`src/record_sum_averager_unit_macros.svh`:
```
// Assertion helpers shared by the averager modules.
// Both expect clk and rst_n in scope at the point of use.
`ifndef RECORD_SUM_AVERAGER_UNIT_MACROS_SVH
`define RECORD_SUM_AVERAGER_UNIT_MACROS_SVH

// same-cycle implication
`define RSA_ASSERT_IMP(lbl, ante, cons, msg) \
  lbl: assert property (@(posedge clk) disable iff (!rst_n) (ante) |-> (cons)) \
    else $error(msg);

// next-cycle implication
`define RSA_ASSERT_NXT(lbl, ante, cons, msg) \
  lbl: assert property (@(posedge clk) disable iff (!rst_n) (ante) |=> (cons)) \
    else $error(msg);

`endif

```
`src/rsa_pkg.sv`:
```
`default_nettype none

package rsa_pkg;

  // default parameter values
  localparam int MAX_BINS_DEF    = 4096;
  localparam int SAMPLE_BITS_DEF = 16;
  localparam int SUM_BITS_DEF    = 64;

  // fixed field widths
  localparam int ACTION_W    = 2;
  localparam int SEL_W       = 12;
  localparam int BIN_INDEX_W = 12;
  localparam int BIN_SUM_W   = 64;
  localparam int BINS_CFG_W  = 13;
  localparam int RECS_W      = 16;

  // config port
  localparam int CFG_IDX_W  = 1;
  localparam int CFG_DATA_W = 16;
  localparam logic [CFG_IDX_W-1:0] CFG_IDX_BINS = 1'b0;
  localparam logic [CFG_IDX_W-1:0] CFG_IDX_RECS = 1'b1;

  localparam int BINS_CFG_RESET = 4096;
  localparam int RECS_CFG_RESET = 1;

  // action codes (the unused code is folded into a read at the front)
  localparam logic [ACTION_W-1:0] ACT_ACCUM = 2'd0;
  localparam logic [ACTION_W-1:0] ACT_READ  = 2'd1;
  localparam logic [ACTION_W-1:0] ACT_CLEAR = 2'd2;

  // front-to-back queue
  localparam int QUEUE_DEPTH = 4;
  localparam int QPTR_W      = $clog2(QUEUE_DEPTH);
  localparam int QLVL_W      = $clog2(QUEUE_DEPTH + 1);

  // width of one queued work entry: op, bin address, sample, block flag
  function automatic int entry_w(input int max_bins, input int sample_bits);
    return ACTION_W + $clog2(max_bins) + sample_bits + 1;
  endfunction

endpackage

`default_nettype wire

```
`src/rsa_front.sv`:
```
`default_nettype none

`include "record_sum_averager_unit_macros.svh"

module rsa_front
  import rsa_pkg::*;
#(
  parameter int MAX_BINS    = MAX_BINS_DEF,
  parameter int SAMPLE_BITS = SAMPLE_BITS_DEF
) (
  input  wire logic                                     clk,
  input  wire logic                                     rst_n,
  input  wire logic                                     cfg_we,
  input  wire logic [CFG_IDX_W-1:0]                     cfg_index,
  input  wire logic [CFG_DATA_W-1:0]                    cfg_data,
  input  wire logic                                     in_push,
  output logic                                          in_full,
  input  wire logic [ACTION_W-1:0]                      in_action,
  input  wire logic signed [SAMPLE_BITS-1:0]            in_sample,
  input  wire logic [SEL_W-1:0]                         in_bin_select,
  input  wire logic                                     clr_busy_i,
  input  wire logic [QLVL_W-1:0]                        q_level_i,
  output logic                                          q_push_o,
  output logic [entry_w(MAX_BINS, SAMPLE_BITS)-1:0]     q_data_o
);

  localparam int AW       = $clog2(MAX_BINS);
  localparam int NBW      = $clog2(MAX_BINS + 1);
  localparam int BINS_RST = (BINS_CFG_RESET > MAX_BINS) ? MAX_BINS : BINS_CFG_RESET;

  typedef struct packed {
    logic [ACTION_W-1:0]           op;
    logic [AW-1:0]                 addr;
    logic signed [SAMPLE_BITS-1:0] sample;
    logic                          done;
  } entry_t;

  // effective register values (zero and oversize folded in at write time)
  logic [NBW-1:0]    bins_eff_r;
  logic [RECS_W-1:0] recs_eff_r;
  logic [AW-1:0]     pos_r, pos_nxt;
  logic [RECS_W-1:0] rec_r, rec_nxt;

  logic                          a_valid_r;
  logic [ACTION_W-1:0]           a_op_r;
  logic signed [SAMPLE_BITS-1:0] a_sample_r;
  logic [AW-1:0]                 a_pos_r;
  logic [SEL_W-1:0]              a_sel_r;
  logic                          a_done_r;

  logic                  accept;
  logic [ACTION_W-1:0]   op_in;
  logic [AW-1:0]         pos_cur;
  logic [NBW-1:0]        pos_inc;
  logic                  rec_wrap;
  logic [RECS_W:0]       rec_inc;
  logic                  blk_done;
  logic [BINS_CFG_W-1:0] bins_wr;
  logic [AW-1:0]         mod_addr;
  entry_t                ent;

  assign in_full = clr_busy_i || ((int'(q_level_i) + int'(a_valid_r)) >= QUEUE_DEPTH);
  assign accept  = in_push && !in_full;
  assign bins_wr = cfg_data[BINS_CFG_W-1:0];

  always_comb begin
    case (in_action)
      ACT_ACCUM: op_in = ACT_ACCUM;
      ACT_CLEAR: op_in = ACT_CLEAR;
      default:   op_in = ACT_READ;
    endcase
  end

  // record position; a stale position (bins lowered mid-record) restarts at bin 0
  always_comb begin
    pos_cur  = (NBW'(pos_r) >= bins_eff_r) ? '0 : pos_r;
    pos_inc  = NBW'(pos_cur) + NBW'(1);
    rec_inc  = {1'b0, rec_r} + (RECS_W + 1)'(1);
    rec_wrap = 1'b0;
    pos_nxt  = pos_r;
    rec_nxt  = rec_r;
    if (pos_inc >= bins_eff_r) begin
      pos_nxt  = '0;
      rec_wrap = (rec_inc >= {1'b0, recs_eff_r});
      rec_nxt  = rec_wrap ? '0 : rec_inc[RECS_W-1:0];
    end else begin
      pos_nxt = AW'(pos_inc);
    end
    blk_done = rec_wrap;
  end

  always_ff @(posedge clk) begin
    if (!rst_n) begin
      bins_eff_r <= NBW'(BINS_RST);
      recs_eff_r <= RECS_W'(RECS_CFG_RESET);
      pos_r      <= '0;
      rec_r      <= '0;
      a_valid_r  <= 1'b0;
    end else begin
      if (cfg_we) begin
        case (cfg_index)
          CFG_IDX_BINS: begin
            if (bins_wr == '0) begin
              bins_eff_r <= NBW'(1);
            end else if (int'(bins_wr) > MAX_BINS) begin
              bins_eff_r <= NBW'(MAX_BINS);
            end else begin
              bins_eff_r <= NBW'(bins_wr);
            end
          end
          CFG_IDX_RECS: begin
            recs_eff_r <= (cfg_data[RECS_W-1:0] == '0) ? RECS_W'(1) : cfg_data[RECS_W-1:0];
          end
          default: ;
        endcase
      end
      if (accept && op_in == ACT_ACCUM) begin
        pos_r <= pos_nxt;
        rec_r <= rec_nxt;
      end
      a_valid_r <= accept;
    end
  end

  always_ff @(posedge clk) begin
    if (accept) begin
      a_op_r     <= op_in;
      a_sample_r <= in_sample;
      a_pos_r    <= pos_cur;
      a_sel_r    <= in_bin_select;
      a_done_r   <= blk_done && (op_in == ACT_ACCUM);
    end
  end

  // bin_select modulo MAX_BINS
  generate
    if (MAX_BINS < (1 << SEL_W)) begin : g_mod
      // reciprocal multiply, one correction step
      localparam int RSH   = 24;
      localparam int RECIP = (1 << RSH) / MAX_BINS;
      localparam int PW    = SEL_W + RSH;
      localparam int RW    = SEL_W + 1;

      logic [PW-1:0]    prod_r;
      logic [SEL_W-1:0] quo;
      logic [RW-1:0]    rem1;
      logic [RW-1:0]    rem2;

      always_ff @(posedge clk) begin
        if (accept) begin
          prod_r <= PW'(in_bin_select) * PW'(RECIP);
        end
      end

      always_comb begin
        quo  = prod_r[PW-1:RSH];
        rem1 = RW'(a_sel_r) - RW'(int'(quo) * MAX_BINS);
        rem2 = (rem1 >= RW'(MAX_BINS)) ? (rem1 - RW'(MAX_BINS)) : rem1;
      end

      assign mod_addr = AW'(rem2);
    end else begin : g_nomod
      assign mod_addr = AW'(a_sel_r);
    end
  endgenerate

  always_comb begin
    ent.op     = a_op_r;
    ent.addr   = (a_op_r == ACT_ACCUM) ? a_pos_r : mod_addr;
    ent.sample = a_sample_r;
    ent.done   = a_done_r;
  end

  assign q_push_o = a_valid_r;
  assign q_data_o = ent;

  `RSA_ASSERT_IMP(a_queue_room, q_push_o, (int'(q_level_i) < QUEUE_DEPTH),
    "front pushed into a full queue")
  `RSA_ASSERT_NXT(a_block_end_clears, (accept && op_in == ACT_ACCUM && blk_done),
    (pos_r == '0 && rec_r == '0), "block end left counters nonzero")

endmodule

`default_nettype wire

```
`config.mk`:
```
export PLATFORM = sky130hd
export DESIGN_NAME = rsa_front
export DESIGN_NICKNAME = d
export VERILOG_FILES = /design/src/rsa_pkg.sv /design/src/rsa_front.sv
export VERILOG_INCLUDE_DIRS = /design/src /design/src/src
export SDC_FILE = /design/constraint.sdc
export NUM_CORES = 1
export LEC_CHECK = 0
export BUFFER_PORTS_ARGS = -buffer_cell sky130_fd_sc_hd__clkbuf_2
export CAP_MARGIN = 30
export CORE_MARGIN = 2
export CORE_UTILIZATION = 25
export DETAILED_ROUTE_END_ITERATION = 10
export RECOVER_POWER = 50
export SETUP_SLACK_MARGIN = 0.15
export SLEW_MARGIN = 30
export SYNTH_ARGS = -nofsm -noshare
export SYNTH_HDL_FRONTEND = slang
export SYNTH_SLANG_ARGS = --single-unit
```
`constraint.sdc`:
```
create_clock -name clk -period 3.8 [get_ports clk]
set_input_delay 0.76 -clock clk [delete_from_list [all_inputs] [get_ports clk]]
set_output_delay 0.76 -clock clk [all_outputs]
set_load 0.005 [all_outputs]
```
==> impl_metrics.yaml, run 1 <==
routing:
  wl_met1_um: 6250
  top_layer: "met4"
  drc: 0
  firstDrtPassIters: 5
  wl_per_cell_um: 13.8
  vias: 4331
  drt_iter0_markers: 379
  drtAntennaViolNets: 0
  wl_met2_um: 5610
  wirelength_um: 12900
  routed_via_density: 4.64
  wl_met3_um: 880
floorplanning:
  start_util_pct: 25.6
  dieArea_um2: 22800
  coreArea_um2: 21100
  row_count: 53
  chipHeight_um: 151
  ios: 88
  die_width_um: 151
clock_network:
  cts_tree: "built"
  cts.path.max_buffers: 2
  path_clk_slew_ns: 0.08
  cts_buffers: 9
  ctsHtreeMaxLevel: 3
  post_cts_buffers: 0
  clkSinkCount: 101
  postCtsHoldBufs: 0
  insertion_delay_ns: 0.36
  ctsRootBufferMaster: "clkbuf_16"
worst_hold_path:
  holdPathEnd: "recs_eff_r[15]"
  min_path_cells: 2
  worstHoldPathType: "flip-flop to flip-flop"
  holdCritStartpoint: "recs_eff_r[15]"
job:
  maxCapViolCount: 1
synthesis:
  synth-edff-count: 43
  synth_nets: 670
  ys.flop_type: "dfxtp_1"
  yosysWarnings: 0
  synth_largest_area_cell: "edfxtp_1"
  syn-cell-area_um2: 5400
  synth.distinct_cells: 65
  avgSynthCellArea_um2: 9.43
  yosysSeqAreaShare_pct: 45.4
  ys_ff_latch: 101
  yosys-top-cells-area: "edfxtp_1 24%, dfxtp_1 21%, ha_1 9.7%"
  ys_async_sr_fraction_pct: 0
  synth_top_area_share_pct: 23.9
  netlist_top_cells_count: "86 x nand2_1, 58 x dfxtp_1, 46 x inv_1"
  postSynthCellCount: 573
  yosysMostFrequentCell: "nand2_1"
timing:
  setup_viol: 0
  finalClockSkew_ns: 0.00963
  maxSlewViolCount: 44
  grt_setup_unrepaired: "yes"
  fin_crit_sh_pct: 90.3
  slew_headroom_pct: -24.5
  fmax_mhz: 291
  tns_ns: 0
  hold_viol: 0
  fin_crit_ns: 3.43
  tightest_slew_ns: 1.86
  timing.hold.ws_ns: 0.454
layout:
  fillers: 2258
  area_growth_pct: 18.4
  antenna_cells: 0
  final_cells: 933
  multi_input_area_um2: 2650
  final_layout_size_suffix_gt1_share_pct: 19.6
  seq_area_um2: 2450
  finalNetCount: 750
  stdcell_area_um2: 6400
status:
  status: "finished, violations left"
  violations: "capacitance limit, slew limit"
worst_setup_path:
  cp_max_fo: 13
  r2r_cells: 13
  critical_path.startpoint_type: "flip-flop"
  cp.arrival_ns: 3.70
  r2r-start: "pos_r[3]"
  critical_path_required_ns: 4.06
  r2r-end: "rec_r[6]"
  end_kind: "flip-flop"
  crit_type: "flip-flop to flip-flop"
  ff2ff_setup_slack_ns: 0.37
global_route:
  grt_pass1_vias: 4097
  antenna_found_initial: 0
  grt_pass1_wl_um: 20900
  overflow: 0
  grt_max_degree: 44
  grt_usage_pct: 11.6
placed_design:
  dpl_cell_area_um2: 6100
  hpwl_um: 9660
  place_congestion: 0.816
  portBuffers: 87
  dp_cells: 917
power_and_ir_drop:
  ir_worst_vdd_v: 0.000182
  power_leakage_nw: 2.35
  powerDensity_nw_per_um2: 353
## per-stage QoR
stage | total power [mW] | util (%) | setup slack [ns]
after floorplan | 1.31 | - | 0.538
after global placement | 1.39 | 28.9 | 0.220
after detailed placement | 1.39 | 28.9 | 0.0651
after CTS | 2.29 | 30.3 | 0.190
after global routing | 2.36 | 30.3 | 0.0991
final | 2.26 | 30.3 | 0.367
## worst max-delay path, cell delays in order (launching register included)
cell and delay (ns):
dfxtp_1 0.43, nand4_2 0.18, or4_4 0.55, nor3_4 0.20
nand2_2 0.12, nand2_1 0.08, a21oi_1 0.06, ha_1 0.29
nand4_1 0.17, or2_1 0.30, a211oi_2 0.26, o31a_2 0.22
nand2_2 0.19, o32ai_1 0.29
## power breakdown
| part | switching (mW) | total (mW) | internal [mW] | leakage (nW) |
|---|---|---|---|---|
| sequential | 0.0105 | 1.17 | 1.16 | 0.870 |
| clock | 0.442 | 0.896 | 0.454 | 0.132 |
| combinational | 0.121 | 0.196 | 0.0753 | 1.34 |
| total | 0.573 | 2.26 | 1.69 | 2.35 |
## worst max-delay path by stage
| stage | startpoint | to | slack, ns |
|---|---|---|---|
| after global placement | bins_eff_r[6] | pos_r[1] | 0.22 |
| after floorplan | pos_r[0] | rec_r[3] | 0.54 |
| final | pos_r[3] | rec_r[6] | 0.37 |
| after CTS | bins_eff_r[3] | pos_r[11] | 0.19 |
| after global routing | pos_r[3] | rec_r[5] | 0.1 |
| after detailed placement | bins_eff_r[3] | pos_r[7] | 0.07 |
## registers in the layout (all words and copies together), names as in the netlist
| name | cells |
|---|---|
| bins_eff_r | 13 |
| q_push_o | 1 |
| a_pos_r | 12 |
| recs_eff_r | 16 |
| pos_r | 12 |
| rec_r | 16 |
| a_done_r | 1 |
| a_sel_r | 12 |
| a_sample_r | 16 |
| a_op_r | 2 |
## metal layers
layer	global-route usage, %	vias up
met5	0	-
met4	2.85	0
met3	2.98	11
met2	17.5	131
met1	16.5	1972
li1	-	2217
## cell usage in the layout (no fill, tap or decap), drive strengths merged, types with 5 or more instances in the layout
cell,n
a21oi,40
ha,42
xnor2,11
a22oi,11
a211oi,6
nand2,88
buf,8
inv,47
o22ai,19
o211ai,6
nand3,24
nand4,8
clkbuf,98
a41oi,9
nor4,5
dfxtp,58
mux2,12
nor3,13
edfxtp,43
nor2,37
nand2b,6
o21ai,9
## layout make-up
cell class,instances,area share [%]
inverters,46,2.72
clock inverters,7,0.939
well taps,275,5.38
flip-flops and latches,101,38.4
repair buffers,97,7.57
clock buffers,9,3.52
multi-input cells,398,41.5
## logic make-up (layout without fill, tap and decap cells)
family,after synthesis,after routing,synth area share (%)
muxes,12,12,2.50
DFF,101,101,45.4
xor gates and xnor gates,14,14,2.27
AOI/OAI and AO/OA,123,123,15.0
and+or+nand+nor,207,207,19.0
adders and majority gates,42,42,9.73
buffers and inverters,74,159,6.09
## what timing repair did
item                       CTS  global route
resized for setup            1             9
pin swaps                    0             1
setup endpoints to repair   19            29
No activity file was read; power rests on OpenSTA's default activity.
==> run 2: changes to the inputs <==
--- a/config.mk
+++ b/config.mk
@@ -9,8 +9,9 @@
 export BUFFER_PORTS_ARGS = -buffer_cell sky130_fd_sc_hd__clkbuf_2
 export CAP_MARGIN = 30
 export CORE_MARGIN = 2
-export CORE_UTILIZATION = 25
+export CORE_UTILIZATION = 57
 export DETAILED_ROUTE_END_ITERATION = 10
+export PLACE_DENSITY = 0.8
 export RECOVER_POWER = 50
 export SETUP_SLACK_MARGIN = 0.15
 export SLEW_MARGIN = 30
==> run 2 against run 1 <==
- utilization is 36 points higher
- highest routed layer unchanged
- critical path depth up 1
- register-to-register slack worse by 0.07 ns
- sequential power about the same
- clock skew up 0.0021 ns
- die area decreased by 55%
- maximum frequency fell by 1.9%
- via count increased by 5.3%
- sequential cell count stayed put
- sequential share of layout area increased by 1.9 points
- first-iteration DRC count shrank 45%
- hold slack gained 0.0085 ns
- the flow now finishes without violations
==> impl_metrics.yaml, run 2 (synthesis gave the netlist of run 1 again) <==
routing:
  vias: 4560
  drt_iter0_markers: 207
  firstDrtPassIters: 4
  drtAntennaViolNets: 0
  drc: 0
  routed_via_density: 5.91
  wirelength_um: 12100
  wl_per_cell_um: 15.7
floorplanning:
  coreArea_um2: 9200
  start_util_pct: 58.7
  die_width_um: 101
  row_count: 35
  chipHeight_um: 101
  dieArea_um2: 10300
  ios: 88
worst_setup_path:
  critPathTopFamily: "simple AND/OR/NAND/NOR gates"
  critical_path_required_ns: 4.06
  end_kind: "flip-flop"
  critical_path.startpoint_type: "flip-flop"
  cp.arrival_ns: 3.76
  crit_type: "flip-flop to flip-flop"
  max_stage_delay_ns: 0.55
  crit_chain: "nand4_2 > or4_4 > nor3_4 > nand2_2 > nand2_1 > a21oi_1 > ha_1 > nand4_1 > or2_1 > a211oi_2 > o31a_2 > buf_4 > a2bb2oi_1 > o21ai_1"
  cp_num_buf_inv: 1
  cp_max_fo: 19
  cp_slowest_cell: "or4_4"
clock_network:
  cts.path.max_buffers: 2
  cts_tree: "built"
  path_clk_slew_ns: 0.10
  clkSinkCount: 101
  ctsHtreeMaxLevel: 3
  postCtsHoldBufs: 0
  cts_buffers: 9
  ctsRootBufferMaster: "clkbuf_8"
  insertion_delay_ns: 0.37
status:
  status: "finished clean"
job:
  maxCapViolCount: 0
global_route:
  antenna_found_initial: 0
  grt_max_degree: 42
  grt_usage_pct: 23.6
  grt_pass1_vias: 4131
  grt_pass1_wl_um: 19300
  overflow: 0
timing:
  fmax_mhz: 286
  fin_crit_ns: 3.50
  finalClockSkew_ns: 0.0118
  setup_viol: 0
  slew_headroom_pct: 40.0
  maxSlewViolCount: 0
  tns_ns: 0
  hold_viol: 0
  tightest_slew_ns: 0.900
  fin_crit_sh_pct: 92.1
  grt_setup_unrepaired: "no"
layout:
  final_layout_size_suffix_gt1_share_pct: 19.4
  final_cell_mix: "86 x nand2_1, 69 x clkbuf_2, 57 x dfxtp_1"
  reg.largest.list: "a_sample_r x16, rec_r x16, recs_eff_r x16"
  stdcell_area_um2: 6100
  finalNetCount: 752
  final_common_cell: "nand2_1"
  area_growth_pct: 12.9
  final_cells: 771
  antenna_cells: 0
power_and_ir_drop:
  swShare_pct: 25.8
  power_leakage_nw: 2.32
  pwr-share-comb_pct: 9.9
  power_frac_clock_pct: 31.6
  powerDensity_nw_per_um2: 327
  ir_worst_vdd_v: 0.000204
  p_seq_share_pct: 58.5
  p_switching_uw: 515
  internal_power_mw: 1.48
placed_design:
  hpwl_um: 9140
  dp_cells: 754
  place_congestion: 0.941
  portBuffers: 87
  dpl_cell_area_um2: 5900
worst_hold_path:
  worstHoldPathType: "flip-flop to flip-flop"
run 2: what timing repair did:
item	CTS	global route
gates resized for setup	1	8
endpoints found under the setup margin	15	29
buffers inserted	0	1
pin swaps	0	1
run 2: routing by layer:
| metal | vias up | global-route usage [%] | routed length (um) |
|---|---|---|---|
| li1 | 2218 | - | - |
| met4 | 0 | 9.56 | 307 |
| met3 | 22 | 3.17 | 753 |
| met1 | 2134 | 31.7 | 5440 |
| met5 | - | 0 | 0 |
| met2 | 186 | 38.8 | 5640 |
run 2: cell type report:
cell class                      instances  area, um2
Fill cell                             745       3100
Inverter                               46        173
Timing Repair Buffer                   99        495
Clock buffer                            9        124
Multi-Input combinational cell        398       2650
Tap cell                              111        139
Sequential cell                       101       2450
Clock inverter                          7       57.6
run 2: worst reg2reg max path: stages, from the launching register on:
cell and delay [ns]:
dfxtp_1 0.47, nand4_2 0.18, or4_4 0.55, nor3_4 0.23, nand2_2 0.12, nand2_1 0.09, a21oi_1 0.07, ha_1 0.29
nand4_1 0.16, or2_1 0.29, a211oi_2 0.26, o31a_2 0.20, buf_4 0.23, a2bb2oi_1 0.19, o21ai_1 0.07
run 2: through the flow:
| stage | utilization [%] | setup WS (ns) | power (mW) | hold WS (ns) |
|---|---|---|---|---|
| 2_1_floorplan | - | 0.538 | 1.31 | 0.436 |
| 3_3_place_gp | 64.2 | 0.270 | 1.38 | 0.447 |
| 3_5_place_dp | 64.2 | 0.109 | 1.39 | 0.454 |
| 4_1_cts | 66.2 | 0.190 | 2.00 | 0.466 |
| 5_1_grt | 66.3 | 0.132 | 2.07 | 0.486 |
| 6_report | 66.3 | 0.299 | 1.99 | 0.463 |
run 2: power by group through the flow:
stage                     clock network (mW)  registers [mW]  logic (mW)
after floorplan                            0            1.19       0.118
final                                  0.629            1.17       0.197
after global placement                     0            1.19       0.188
after detailed placement                   0            1.19       0.193
after global routing                   0.679            1.17       0.220
after CTS                              0.642            1.17       0.195
run 2: worst paths after layout:
check / endpoint / cells after the start / startpoint / slack (ns)
setup / recovery: rec_r[5] / 14 / pos_r[2] / 0.30
hold / removal: recs_eff_r[4] / 2 / recs_eff_r[4] / 0.46
setup reg to reg: rec_r[5] / 14 / pos_r[2] / 0.30
hold reg to reg: recs_eff_r[4] / 2 / recs_eff_r[4] / 0.46
