## src/record_sum_averager_unit_macros.svh

```systemverilog
// Assertion helpers shared by the averager modules.
// Both expect clk and rst_n in scope at the point of use.
`ifndef RECORD_SUM_AVERAGER_UNIT_MACROS_SVH
`define RECORD_SUM_AVERAGER_UNIT_MACROS_SVH

// same-cycle implication
`define RSA_ASSERT_IMP(lbl, ante, cons, msg) \
  lbl: assert property (@(posedge clk) disable iff (!rst_n) (ante) |-> (cons)) \
    else $error(msg);

// next-cycle implication
`define RSA_ASSERT_NXT(lbl, ante, cons, msg) \
  lbl: assert property (@(posedge clk) disable iff (!rst_n) (ante) |=> (cons)) \
    else $error(msg);

`endif

```

## src/rsa_pkg.sv

```systemverilog
`default_nettype none

package rsa_pkg;

  // default parameter values
  localparam int MAX_BINS_DEF    = 4096;
  localparam int SAMPLE_BITS_DEF = 16;
  localparam int SUM_BITS_DEF    = 64;

  // fixed field widths
  localparam int ACTION_W    = 2;
  localparam int SEL_W       = 12;
  localparam int BIN_INDEX_W = 12;
  localparam int BIN_SUM_W   = 64;
  localparam int BINS_CFG_W  = 13;
  localparam int RECS_W      = 16;

  // config port
  localparam int CFG_IDX_W  = 1;
  localparam int CFG_DATA_W = 16;
  localparam logic [CFG_IDX_W-1:0] CFG_IDX_BINS = 1'b0;
  localparam logic [CFG_IDX_W-1:0] CFG_IDX_RECS = 1'b1;

  localparam int BINS_CFG_RESET = 4096;
  localparam int RECS_CFG_RESET = 1;

  // action codes (the unused code is folded into a read at the front)
  localparam logic [ACTION_W-1:0] ACT_ACCUM = 2'd0;
  localparam logic [ACTION_W-1:0] ACT_READ  = 2'd1;
  localparam logic [ACTION_W-1:0] ACT_CLEAR = 2'd2;

  // front-to-back queue
  localparam int QUEUE_DEPTH = 4;
  localparam int QPTR_W      = $clog2(QUEUE_DEPTH);
  localparam int QLVL_W      = $clog2(QUEUE_DEPTH + 1);

  // width of one queued work entry: op, bin address, sample, block flag
  function automatic int entry_w(input int max_bins, input int sample_bits);
    return ACTION_W + $clog2(max_bins) + sample_bits + 1;
  endfunction

endpackage

`default_nettype wire

```

## src/rsa_queue.sv

```systemverilog
`default_nettype none

module rsa_queue
  import rsa_pkg::*;
#(
  parameter int WIDTH = 8
) (
  input  wire logic              clk,
  input  wire logic              rst_n,
  input  wire logic              push_i,
  input  wire logic [WIDTH-1:0]  data_i,
  input  wire logic              pop_i,
  output logic                   valid_o,
  output logic [WIDTH-1:0]       data_o,
  output logic [QLVL_W-1:0]      level_o
);

  logic [WIDTH-1:0]  slot_r [QUEUE_DEPTH];
  logic [QPTR_W-1:0] wr_ptr_r;
  logic [QPTR_W-1:0] rd_ptr_r;
  logic [QLVL_W-1:0] count_r;
  logic              do_pop;

  assign valid_o = (count_r != '0);
  assign data_o  = slot_r[rd_ptr_r];
  assign level_o = count_r;
  assign do_pop  = pop_i && valid_o;

  always_ff @(posedge clk) begin
    if (!rst_n) begin
      wr_ptr_r <= '0;
      rd_ptr_r <= '0;
      count_r  <= '0;
    end else begin
      if (push_i) begin
        wr_ptr_r <= wr_ptr_r + QPTR_W'(1);
      end
      if (do_pop) begin
        rd_ptr_r <= rd_ptr_r + QPTR_W'(1);
      end
      case ({push_i, do_pop})
        2'b10:   count_r <= count_r + QLVL_W'(1);
        2'b01:   count_r <= count_r - QLVL_W'(1);
        default: count_r <= count_r;
      endcase
    end
  end

  always_ff @(posedge clk) begin
    if (push_i) begin
      slot_r[wr_ptr_r] <= data_i;
    end
  end

endmodule

`default_nettype wire

```

## config.mk

```make
export PLATFORM = sky130hd
export DESIGN_NAME = rsa_queue
export DESIGN_NICKNAME = d
export VERILOG_FILES = /design/src/record_sum_averager_unit_macros.svh /design/src/rsa_pkg.sv /design/src/rsa_queue.sv
export SDC_FILE = /design/constraint.sdc
export NUM_CORES = 1
export LEC_CHECK = 0
export ABC_AREA = 1
export BUFFER_PORTS_ARGS = -buffer_cell sky130_fd_sc_hd__clkbuf_2
export CAP_MARGIN = 15
export CORE_ASPECT_RATIO = 0.5
export CORE_MARGIN = 2
export CORE_UTILIZATION = 45
export CTS_BUF_LIST = sky130_fd_sc_hd__clkbuf_4 sky130_fd_sc_hd__clkbuf_8
export DETAILED_ROUTE_END_ITERATION = 10
export HOLD_SLACK_MARGIN = 0.02
export PLACE_DENSITY = 0.65
export RECOVER_POWER = 100
export SKIP_LAST_GASP = 1
export SLEW_MARGIN = 20
export SYNTH_ARGS = -nofsm -noshare
export SYNTH_HDL_FRONTEND = slang
export SYNTH_SLANG_ARGS = --single-unit
```

## constraint.sdc

```tcl
create_clock -name clk -period 2.6 [get_ports clk]
set_input_delay 0.26 -clock clk [delete_from_list [all_inputs] [get_ports clk]]
set_output_delay 0.26 -clock clk [all_outputs]
set_load 0.05 [all_outputs]
```

==> results of run 1 <==
synthesized netlist by cell type:
cell      count  area [um^2]
buf_6         2         22.5
nor2_2        2         12.5
edfxtp_1     32          961
fa_1          1         20.0
nor2_1       20         75.1
inv_1        18         67.6
o21ai_1       2         10.0
o22ai_1       8         50.1
a21oi_1       5         25.0
o21ai_2       2         17.5
inv_2         1         3.75
o21ai_0      16         80.1
dfxtp_1       9          180
nand2_1      15         56.3
ha_1          5         62.6
nand3_1       3         15.0
logic make-up (layout without fill, tap and decap cells):
group / count (synthesis) / count (layout) / synth area share
DFF: 41 / 41 / 0.688
and+or+nand+nor: 40 / 40 / 0.0958
AOI/OAI and AO/OA: 33 / 33 / 0.110
buffers and inverters: 21 / 51 / 0.0566
adders and majority gates: 6 / 6 / 0.0498
power groups by stage:
| stage | Clock [mW] | Sequential [mW] | Combinational [mW] |
|---|---|---|---|
| 3_5_place_dp | 0 | 0.807 | 0.545 |
| 5_1_grt | 0.525 | 0.798 | 0.572 |
| 3_3_place_gp | 0 | 0.807 | 0.536 |
| 4_1_cts | 0.494 | 0.792 | 0.547 |
| 2_1_floorplan | 0 | 0.850 | 0.385 |
| 6_report | 0.488 | 0.792 | 0.524 |
layout make-up:
| cell class | count | area (um^2) | area share |
|---|---|---|---|
| sequential | 41 | 1140 | 0.598 |
| multi-input combinational | 79 | 424 | 0.222 |
| clock buffer | 5 | 68.8 | 0.0361 |
| timing repair buffer | 24 | 97.6 | 0.0511 |
| inverter | 19 | 71.3 | 0.0374 |
| clock inverter | 3 | 41.3 | 0.0216 |
| tap | 51 | 63.8 | 0.0334 |
layout by cell type (no fill, tap or decap), types with 2 or more instances in the layout:
cell	synthesis	layout
o21ai_2	2	2
clkbuf_1	0	20
o21ai_0	16	16
clkbuf_2	0	3
inv_1	18	18
dfxtp_1	9	9
nor2_1	20	20
edfxtp_1	32	32
nor2_2	2	2
clkbuf_8	0	5
a21oi_1	5	5
o21ai_1	2	2
nand3_1	3	3
nand2_1	15	15
o22ai_1	8	8
ha_1	5	5
how the worst max path moves through the flow:
stage | startpoint | to | depth (start not counted)
floorplan | level_o[2] | level_o[2] | 13
global placement | level_o[1] | level_o[2] | 13
detailed placement | level_o[1] | level_o[2] | 13
CTS | flip-flop | data_o[2] | 4
global route | flip-flop | data_o[2] | 4
finish | flip-flop | data_o[2] | 4
metrics by stage:
step	utilization	hold slack (ns)
floorplan	-	0.359
global placement	0.522	0.481
detailed placement	0.522	0.482
CTS	0.554	0.187
global route	0.547	0.248
finish	0.547	0.228
per-layer routing:
layer  GRT usage  vias up  wire, um
li1            -      542         -
met1       0.169      472      1320
met2       0.239       20      1270
met3      0.0514        2       120
met4      0.0646        0        19
met5           0        -         0
registers in the layout, summed over array words and instances (netlist names), named ones only:
| name | flops |
|---|---|
| rd_ptr_r | 2 |
| slot_r | 32 |
| level_o | 3 |
| wr_ptr_r | 2 |
==> results.md, run 1 <==
* Largest net degree at the start of global routing at 17
* Layout Cell Area excl Fill at roughly 1900 um^2
* Worst voltage drop across the vdd grid at 0.418 mV
* Detailed-router iteration count before antenna repair at 4
* Cell area after technology mapping at 1660 um^2
* Fraction of final layout cells sized beyond drive strength 1 at 0.0936
* Number of fillers in the final layout at about 320
* Critical Path RT at 2.34 ns
* Sequential cell fraction of total power at 0.439
* Height of the die at between 40 and 50 um
* Count of state elements after synthesis at 41
* Clk sink count at 41
* Gate power share at 0.291
* Switching part of the total at 0.363
* Clock root buffer: clkbuf_8
* Total inserted antenna cells at 0
* Worst slack at placement at 0.836 ns
* Sum of overflow across all layers after global routing at 0
* Slew of the pin with the lowest slew margin at roughly 0.62 ns
* Total half-perimeter wirelength after legalization and detailed placement at 1840 um
* Hold Path Sink: slot_r[2][2]
* Post-placement cell count at around 210
* Top-Level Pins at 24
* CP max stage delay at 0.50 ns
* Count of routing violations after the opening detailed-route iteration at 45
* Power per cell area at 946 nW/um^2
* Mean number of vias per cell at 4.67
* Count of input and output buffers at 23
* Part of the total power dissipated in the clock network at 0.270
* Nature of the critical path endpoint: output port
* Overall track demand over capacity in global routing at 0.140
* Worst path cell trace: inv_1 -> o21ai_0 -> o22ai_1 -> clkbuf_1
* Final period util at 0.790
* Routed Wire Length at between 2000 and 3000 um
* Reg2reg path depth at 13
* Final count of pins violating max slew at 0
* Critical R2R Capture: level_o[2]
* Startpoint of the worst-slack reg-to-reg timing path: level_o[1]
* Via Count at 1,036
* Buffer count from post-CTS setup fixing at 0
* Total chip power at 1.80 mW
* Number of instances on the worst hold path at 1
* Hold Fails Final Rpt at 0
* Standard-cell row count at 15
* Reg2reg setup slack at approximately 0.85 ns
* Worst-path clk slew at 0.07 ns
* Horizontal extent of the die at 89.9 um
* Sum of negative setup slack at 0 ns
* Critical path's slowest cell: clkbuf_1
* Arrival @ worst endpoint at ~1.8 ns
* Antenna Nets Post-Route at 0
* Count of max-cap constraint violations at 0
* Final setup slack of the worst path at 0.546 ns
* Leakage dissipation at 0.725 nW
* Number of global-route vias before repair at 905
* Crit path buf inv count at 2
* Worst hold path startpoint: data_i[2]
* Launching element type of the critical path: flip-flop
* Internal power at 1.15 mW
* Critical path start-end classification: reg -> out
* Count of unresolved DRC violations after routing at 0
* Synth Instances at 141
* CTS tree: done
* Slew margin rel. at 0.591
* Dominant delay contributor by cell family on the critical path: buffers and inverters
* Part of the Yosys area used for sequential elements at 0.688
* Mean cell area of the mapped netlist at 11.8 um^2
* F_max at 487 MHz
* Library cells used by synthesis at 16
* Starting density of the core at 0.475
* Setup repair after global routing missed its margin: no
* Area of the die at 4220 um^2
* Number of cells upsized or downsized after cts at 0
* Num CTS Buffers at 5
* Maximum net fanout on the critical path at 9
* Longest Clk Path Bufs at 2
* Core Region at 3490 um^2
* Hold/Removal Path Class: in -> reg
* Syn nets at 159
* Post-Layout Cell Count at 222
* Tmin final at 2.05 ns
* Detailed-route wire length per cell at approximately 12 um
* Yosys Warn Count at 0
* Latest clock arrival within the worst-skew pair at 0.29 ns
* # H-tree levels at 2
* Count of nets after finishing at 188
* Result of the run: completed
* Wire length of the first global-routing pass at around 4300 um
* Final setup violation count at 0
* Antenna violations before repair at 0
* Cell area after placement at 1820 um^2
* Area growth from synthesis to layout at 15.0%
* Final weighted congestion in routability-driven placement at 0.731
* Number of hold-repair buffers added at the cts stage at 0
* Net Switching at between 600 and 700 uW
* Worst clock skew at 0.00692 ns
Note: power is estimated with default switching activity, not from simulation.
==> run 2, diff against run 1 <==
- clock period: 2.6 -> 2.1 ns (I/O delays scaled with it)
==> run 2 against run 1 <==
Effect of this change:
- total power grew 17%
- critical path depth did not move
- register-to-register slack worse by 0.55 ns
- highest routed layer is now met3
- largest power group unchanged
- worst hold slack got worse by 0.049 ns
- largest cell class unchanged
- setup slack got worse by 0.28 ns
- routed wire length shrank 0.29%
- global-route usage shrank 0.21 points
==> results.md, run 2 (synthesized netlist as in run 1, its figures left out) <==
* Detailed-router iteration count before antenna repair at 4 (unchanged)
* Leakage dissipation at 0.740 nW (+2.0%)
* Hold Fails Final Rpt at 0 (unchanged)
* Power per cell area at 1120 nW/um^2 (+18%)
* Horizontal extent of the die at 89.9 um (unchanged)
* Latest clock arrival within the worst-skew pair at 0.28 ns (about the same)
* Nature of the critical path endpoint: output port
* CTS tree: done
* Count of nets after finishing at 188 (unchanged)
* Wire length of the first global-routing pass at 4230 um (-0.98%)
* Height of the die at 46.9 um (unchanged)
* Largest reg by FF count: slot_r
* Area used by multi-input combinational logic at 424 um^2 (unchanged)
* Detailed-route wire length per cell at 12.3 um (-0.29%)
* Fraction of final layout cells sized beyond drive strength 1 at 0.146 (+0.0526)
* Result of the run: completed
* Final weighted congestion in routability-driven placement at 0.712 (-2.7%)
* Overall track demand over capacity in global routing at 0.138 (-0.00213)
* Number of global-route vias before repair at 941 (+4.0%)
* Worst path cell trace: clkbuf_2 -> o21ai_0 -> o22ai_1 -> clkbuf_2
* Via Count at 1,041 (+0.48%)
* Launching element type of the critical path: flip-flop
* Final setup violation count at 0 (unchanged)
* Count of unresolved DRC violations after routing at 0 (unchanged)
* Dominant delay contributor by cell family on the critical path: buffers and inverters
* Maximum net fanout on the critical path at 10 (+1)
* Sum of overflow across all layers after global routing at 0 (unchanged)
* Number of instances on the worst hold path at 1 (unchanged)
* Number of cells upsized or downsized after cts at 0 (unchanged)
* CP max stage delay at 0.48 ns (-0.02 ns)
* Number of fillers in the final layout at 309 (-1.9%)
* Core Region at 3490 um^2 (unchanged)
* Clk sink count at 41 (unchanged)
* Startpoint of the worst-slack reg-to-reg timing path: level_o[1]
* Sum of negative setup slack at 0 ns (unchanged)
* Crit path buf inv count at 2 (unchanged)
* Reg2reg setup slack at 0.30 ns (-0.55 ns)
* Final period util at 0.874
* Mean number of vias per cell at 4.69 (+0.48%)
* Crit path top cell by count: clkbuf_2
* Final count of pins violating max slew at 0 (unchanged)
* Critical Path RT at 1.89 ns (-0.45 ns)
* Most used cells in the layout excluding fill and tap cells: edfxtp_1 (32), nor2_1 (20), inv_1 (18), o21ai_0 (17), nand2_1 (15)
* Routed Wire Length at 2720 um (-0.29%)
* Longest Clk Path Bufs at 2 (unchanged)
* Worst slack at placement at 0.383 ns (-0.453 ns)
* Arrival @ worst endpoint at 1.63 ns (-0.16 ns)
* Standard-cell row count at 15 (unchanged)
* Reg2reg path depth at 12 (-1)
* Count of routing violations after the opening detailed-route iteration at 39 (-13%)
* Setup repair after global routing missed its margin: no
* Antenna violations before repair at 0 (unchanged)
* Slew of the pin with the lowest slew margin at 0.602 ns (-0.0140 ns)
* Top-Level Pins at 24 (unchanged)
* # H-tree levels at 2 (unchanged)
* Count of input and output buffers at 23 (unchanged)
* Tmin final at 1.84 ns
* Worst hold path startpoint: data_i[2]
* F_max at 545 MHz
* Antenna Nets Post-Route at 0 (unchanged)
* Largest net degree at the start of global routing at 17 (unchanged)
* Max reg flops at 32 (unchanged)
* Most frequent standard cell in the layout excluding fill and tap cells: edfxtp_1
* Worst voltage drop across the vdd grid at 0.526 mV (+26%)
* Num CTS Buffers at 5 (unchanged)
* Total chip power at 2.11 mW (+17%)
* Buffer count from post-CTS setup fixing at 0 (unchanged)
* Total half-perimeter wirelength after legalization and detailed placement at 1850 um (+0.34%)
* Critical path start-end classification: reg -> out
* Final setup slack of the worst path at 0.265 ns (-0.282 ns)
* Critical path's slowest cell: dfxtp_1
* Count of max-cap constraint violations at 0 (unchanged)
* Worst clock skew at 0.00463 ns (-0.00229 ns)
* Clock root buffer: clkbuf_8
* Area growth from synthesis to layout at 13.9%
* Area of the die at 4220 um^2 (unchanged)
* Slew margin rel. at 0.600 (+0.00930)
* Starting density of the core at 0.475 (unchanged)
* Number of hold-repair buffers added at the cts stage at 0 (unchanged)
* Hold/Removal Path Class: in -> reg
* Total inserted antenna cells at 0 (unchanged)
* FF/Latch Area at 1140 um^2 (+0.22%)
* Stages on worst setup path at 4 (unchanged)
* Worst-path clk slew at 0.07 ns (about the same)
run 2: power by group:
part	internal (mW)	switching, mW	leakage [nW]	total (mW)
registers	0.940	0.0446	0.369	0.985
clock network	0.224	0.247	0.0430	0.471
logic	0.146	0.510	0.328	0.655
run 2: final timing paths:
check | end
worst max-delay path | data_o[6]
worst min-delay path | slot_r[3][2]
worst max register to register | level_o[2]
worst min register to register | rd_ptr_r[1]
run 2: per-layer routing:
metal  share of wire  GRT usage  up-vias  wire [um]
met1            0.45      0.149      477       1240
met3           0.047     0.0465        0        128
li1                -          -      543          -
met2            0.50      0.270       21       1360
met5               0          0        -          0
met4               0     0.0554        0          0
run 2: metrics by stage:
step / instance area [um^2] / utilization / instances / hold WS (ns)
2_1_floorplan: 1670 / - / 141 / 0.309
3_3_place_gp: 1830 / 0.524 / 214 / 0.427
3_5_place_dp: 1830 / 0.524 / 214 / 0.434
4_1_cts: 1910 / 0.547 / 222 / 0.136
5_1_grt: 1890 / 0.541 / 222 / 0.181
6_report: 1890 / 0.541 / 222 / 0.179
run 2: cell type report:
class | instances | area share
flip-flops and latches | 41 | 0.605
inverters | 19 | 0.0377
clock buffers | 5 | 0.0364
repair buffers | 24 | 0.0556
multi-input cells | 79 | 0.225
well taps | 51 | 0.0338
clock inverters | 3 | 0.00662
==> run 3, diff against run 2 <==
- REMOVE_ABC_BUFFERS: unset -> 1
- clock period: 2.1 -> 1.79 ns (I/O delays scaled with it)
==> run 3 against run 2 <==
Effect of this change:
- clock-buffer cell count grew 1
- worst hold slack got worse by 0.035 ns
- non-clock buffer count is 1 higher
- flip-flop and latch count stayed put
- critical path type unchanged
==> results.md, run 3 (synthesized netlist as in run 1, its figures left out) <==
* Final period util at 0.939
* Total half-perimeter wirelength after legalization and detailed placement at 1830 um (-1.2%)
* CP max stage delay at 0.47 ns (about the same)
* Antenna violations before repair at 0 (unchanged)
* Critical Path RT at 1.61 ns (-0.28 ns)
* Longest Clk Path Bufs at 2 (unchanged)
* Num CTS Buffers at 5 (unchanged)
* # H-tree levels at 2 (unchanged)
* F_max at 595 MHz
* Startpoint of the worst-slack reg-to-reg timing path: level_o[1]
* Final setup violation count at 0 (unchanged)
* Overall track demand over capacity in global routing at 0.144 (+0.00610)
* Height of the die at 46.9 um (unchanged)
* Standard-cell row count at 15 (unchanged)
* Latest clock arrival within the worst-skew pair at 0.28 ns (about the same)
* Most frequent standard cell in the layout excluding fill and tap cells: edfxtp_1
* Leakage dissipation at 0.759 nW (+2.6%)
* Part of the total power dissipated in the clock network at 0.269 (+0.046)
* Sum of overflow across all layers after global routing at 0 (unchanged)
* Routed wire length on met2 at 1320 um (-2.4%)
* Result of the run: completed
* Starting density of the core at 0.475 (unchanged)
* Critical path start-end classification: reg -> out
* Power per cell area at 1380 nW/um^2 (+23%)
* Arrival @ worst endpoint at 1.50 ns (-0.13 ns)
* Hold Worst Slack at 0.144 ns (-0.0353 ns)
* Worst clock skew at 0.00850 ns (+0.00387 ns)
* Buffer count from post-CTS setup fixing at 0 (unchanged)
* Antenna Nets Post-Route at 0 (unchanged)
* Nature of the critical path endpoint: output port
* Slew margin rel. at 0.606 (+0.00547)
* Area growth from synthesis to layout at 16.4%
* Detailed-router iteration count before antenna repair at 4 (unchanged)
* Clk sink count at 41 (unchanged)
* Max reg flops at 32 (unchanged)
* Number of instances on the worst hold path at 1 (unchanged)
* Launching element type of the critical path: flip-flop
* Count of nets after finishing at 189 (+0.53%)
* Wire length of the first global-routing pass at 4380 um (+3.6%)
* CTS tree: done
* Critical path's slowest cell: dfxtp_2
* Routed Wire Length at 2720 um (about the same)
* Hold Path Sink: slot_r[1][2]
* Clock root buffer: clkbuf_8
* Number of global-route vias before repair at 952 (+1.2%)
* Slew of the pin with the lowest slew margin at 0.594 ns (-0.00824 ns)
* Final count of pins violating max slew at 0 (unchanged)
* Final weighted congestion in routability-driven placement at 0.785 (+10%)
* Critical R2R Capture: level_o[2]
* Count of routing violations after the opening detailed-route iteration at 119 (+210%)
* Most used cells in the layout excluding fill and tap cells: edfxtp_1 (32), nor2_1 (20), inv_1 (17), o21ai_0 (16), nand2_1 (15)
* Count of input and output buffers at 23 (unchanged)
* Horizontal extent of the die at 89.9 um (unchanged)
* Fraction of final layout cells sized beyond drive strength 1 at 0.169 (+0.0224)
* Worst hold path startpoint: data_i[2]
* Internal power at 1.72 mW (+31%)
* Hold Fails Final Rpt at 0 (unchanged)
* Worst path cell trace: buf_4 -> o21ai_0 -> o22ai_1 -> clkbuf_2
* Hold/Removal Path Class: in -> reg
* Reg2reg setup slack at 0.14 ns (-0.16 ns)
* Mean number of vias per cell at 4.72 (+0.70%)
* Total chip power at 2.66 mW (+26%)
* Net Switching at 946 uW (+18%)
* Largest net degree at the start of global routing at 17 (unchanged)
* Total inserted antenna cells at 0 (unchanged)
* Core Region at 3490 um^2 (unchanged)
* Worst-path clk slew at 0.07 ns (about the same)
* Count of unresolved DRC violations after routing at 0 (unchanged)
* Maximum net fanout on the critical path at 11 (+1)
* Post-Route M1 WL at 1300 um (+5.5%)
* Area of the die at 4220 um^2 (unchanged)
* Largest reg by FF count: slot_r
* Top-Level Pins at 24 (unchanged)
* Worst voltage drop across the vdd grid at 0.694 mV (+32%)
* Via Count at 1,053 (+1.2%)
* Setup repair after global routing missed its margin: no
* Gate power share at 0.294 (-0.016)
* Reg2reg path depth at 13 (+1)
* Uppermost layer routed: met3
* Switching part of the total at 0.355 (-0.0245)
* Detailed-route wire length per cell at 12.2 um (-0.49%)
* Sequential cell fraction of total power at 0.437 (-0.030)
* Count of max-cap constraint violations at 0 (unchanged)
* Met3 Wirelength at 92 um (-28%)
* Tmin final at around 1.7 ns
[run 3: per-stage QoR]
stage | cells | cell area [um^2] | utilization | worst slack, ns | TNS [ns]
final | 223 | 1930 | 0.553 | 0.109 | 0
after global routing | 223 | 1930 | 0.553 | 0.00835 | 0
after CTS | 223 | 1940 | 0.556 | 0.0222 | 0
after detailed placement | 215 | 1830 | 0.524 | 0.0775 | 0
after global placement | 215 | 1830 | 0.524 | 0.189 | 0
after floorplan | 139 | 1640 | - | -0.560 | -1.13
[run 3: how the worst max path moves through the flow]
stage,startpoint,endpoint,slack (ns),depth (start not counted)
2_1_floorplan,level_o[2],level_o[2],-0.56,13
3_3_place_gp,level_o[2],level_o[2],0.19,13
3_5_place_dp,level_o[1],level_o[2],0.08,11
4_1_cts,flip-flop,data_o[4],0.02,4
5_1_grt,flip-flop,data_o[0],0.008,4
6_report,flip-flop,data_o[0],0.11,4
[run 3: timing repair]
action                     CTS  global route
resized for setup            1             8
hold buffers                 0             0
setup endpoints to repair    8             7
[run 3: power by group through the flow]
stage	Sequential, mW	Combinational [mW]	Clock, mW
2_1_floorplan	1.24	0.524	0
3_3_place_gp	1.18	0.797	0
3_5_place_dp	1.18	0.803	0
4_1_cts	1.16	0.807	0.733
5_1_grt	1.18	0.849	0.780
6_report	1.16	0.782	0.717
[run 3: layout make-up]
type	count	area (um^2)
clock inverter	2	33.8
clock buffer	6	76.3
multi-input combinational	79	427
tap	51	63.8
inverter	19	73.8
fill	325	1560
sequential	41	1140
timing repair buffer	25	113
[run 3: worst max-delay path: cells and delay by family (launching register included)]
| family | cells | cell delay [ns] |
|---|---|---|
| buffers and inverters | 2 | 0.50 |
| DFF | 1 | 0.47 |
| AOI/OAI and AO/OA | 2 | 0.26 |
[run 3: layer usage]
metal	vias up	global-route usage
met5	-	0
met1	491	0.176
li1	544	-
met2	18	0.245
met3	0	0.0562
met4	0	0.0554
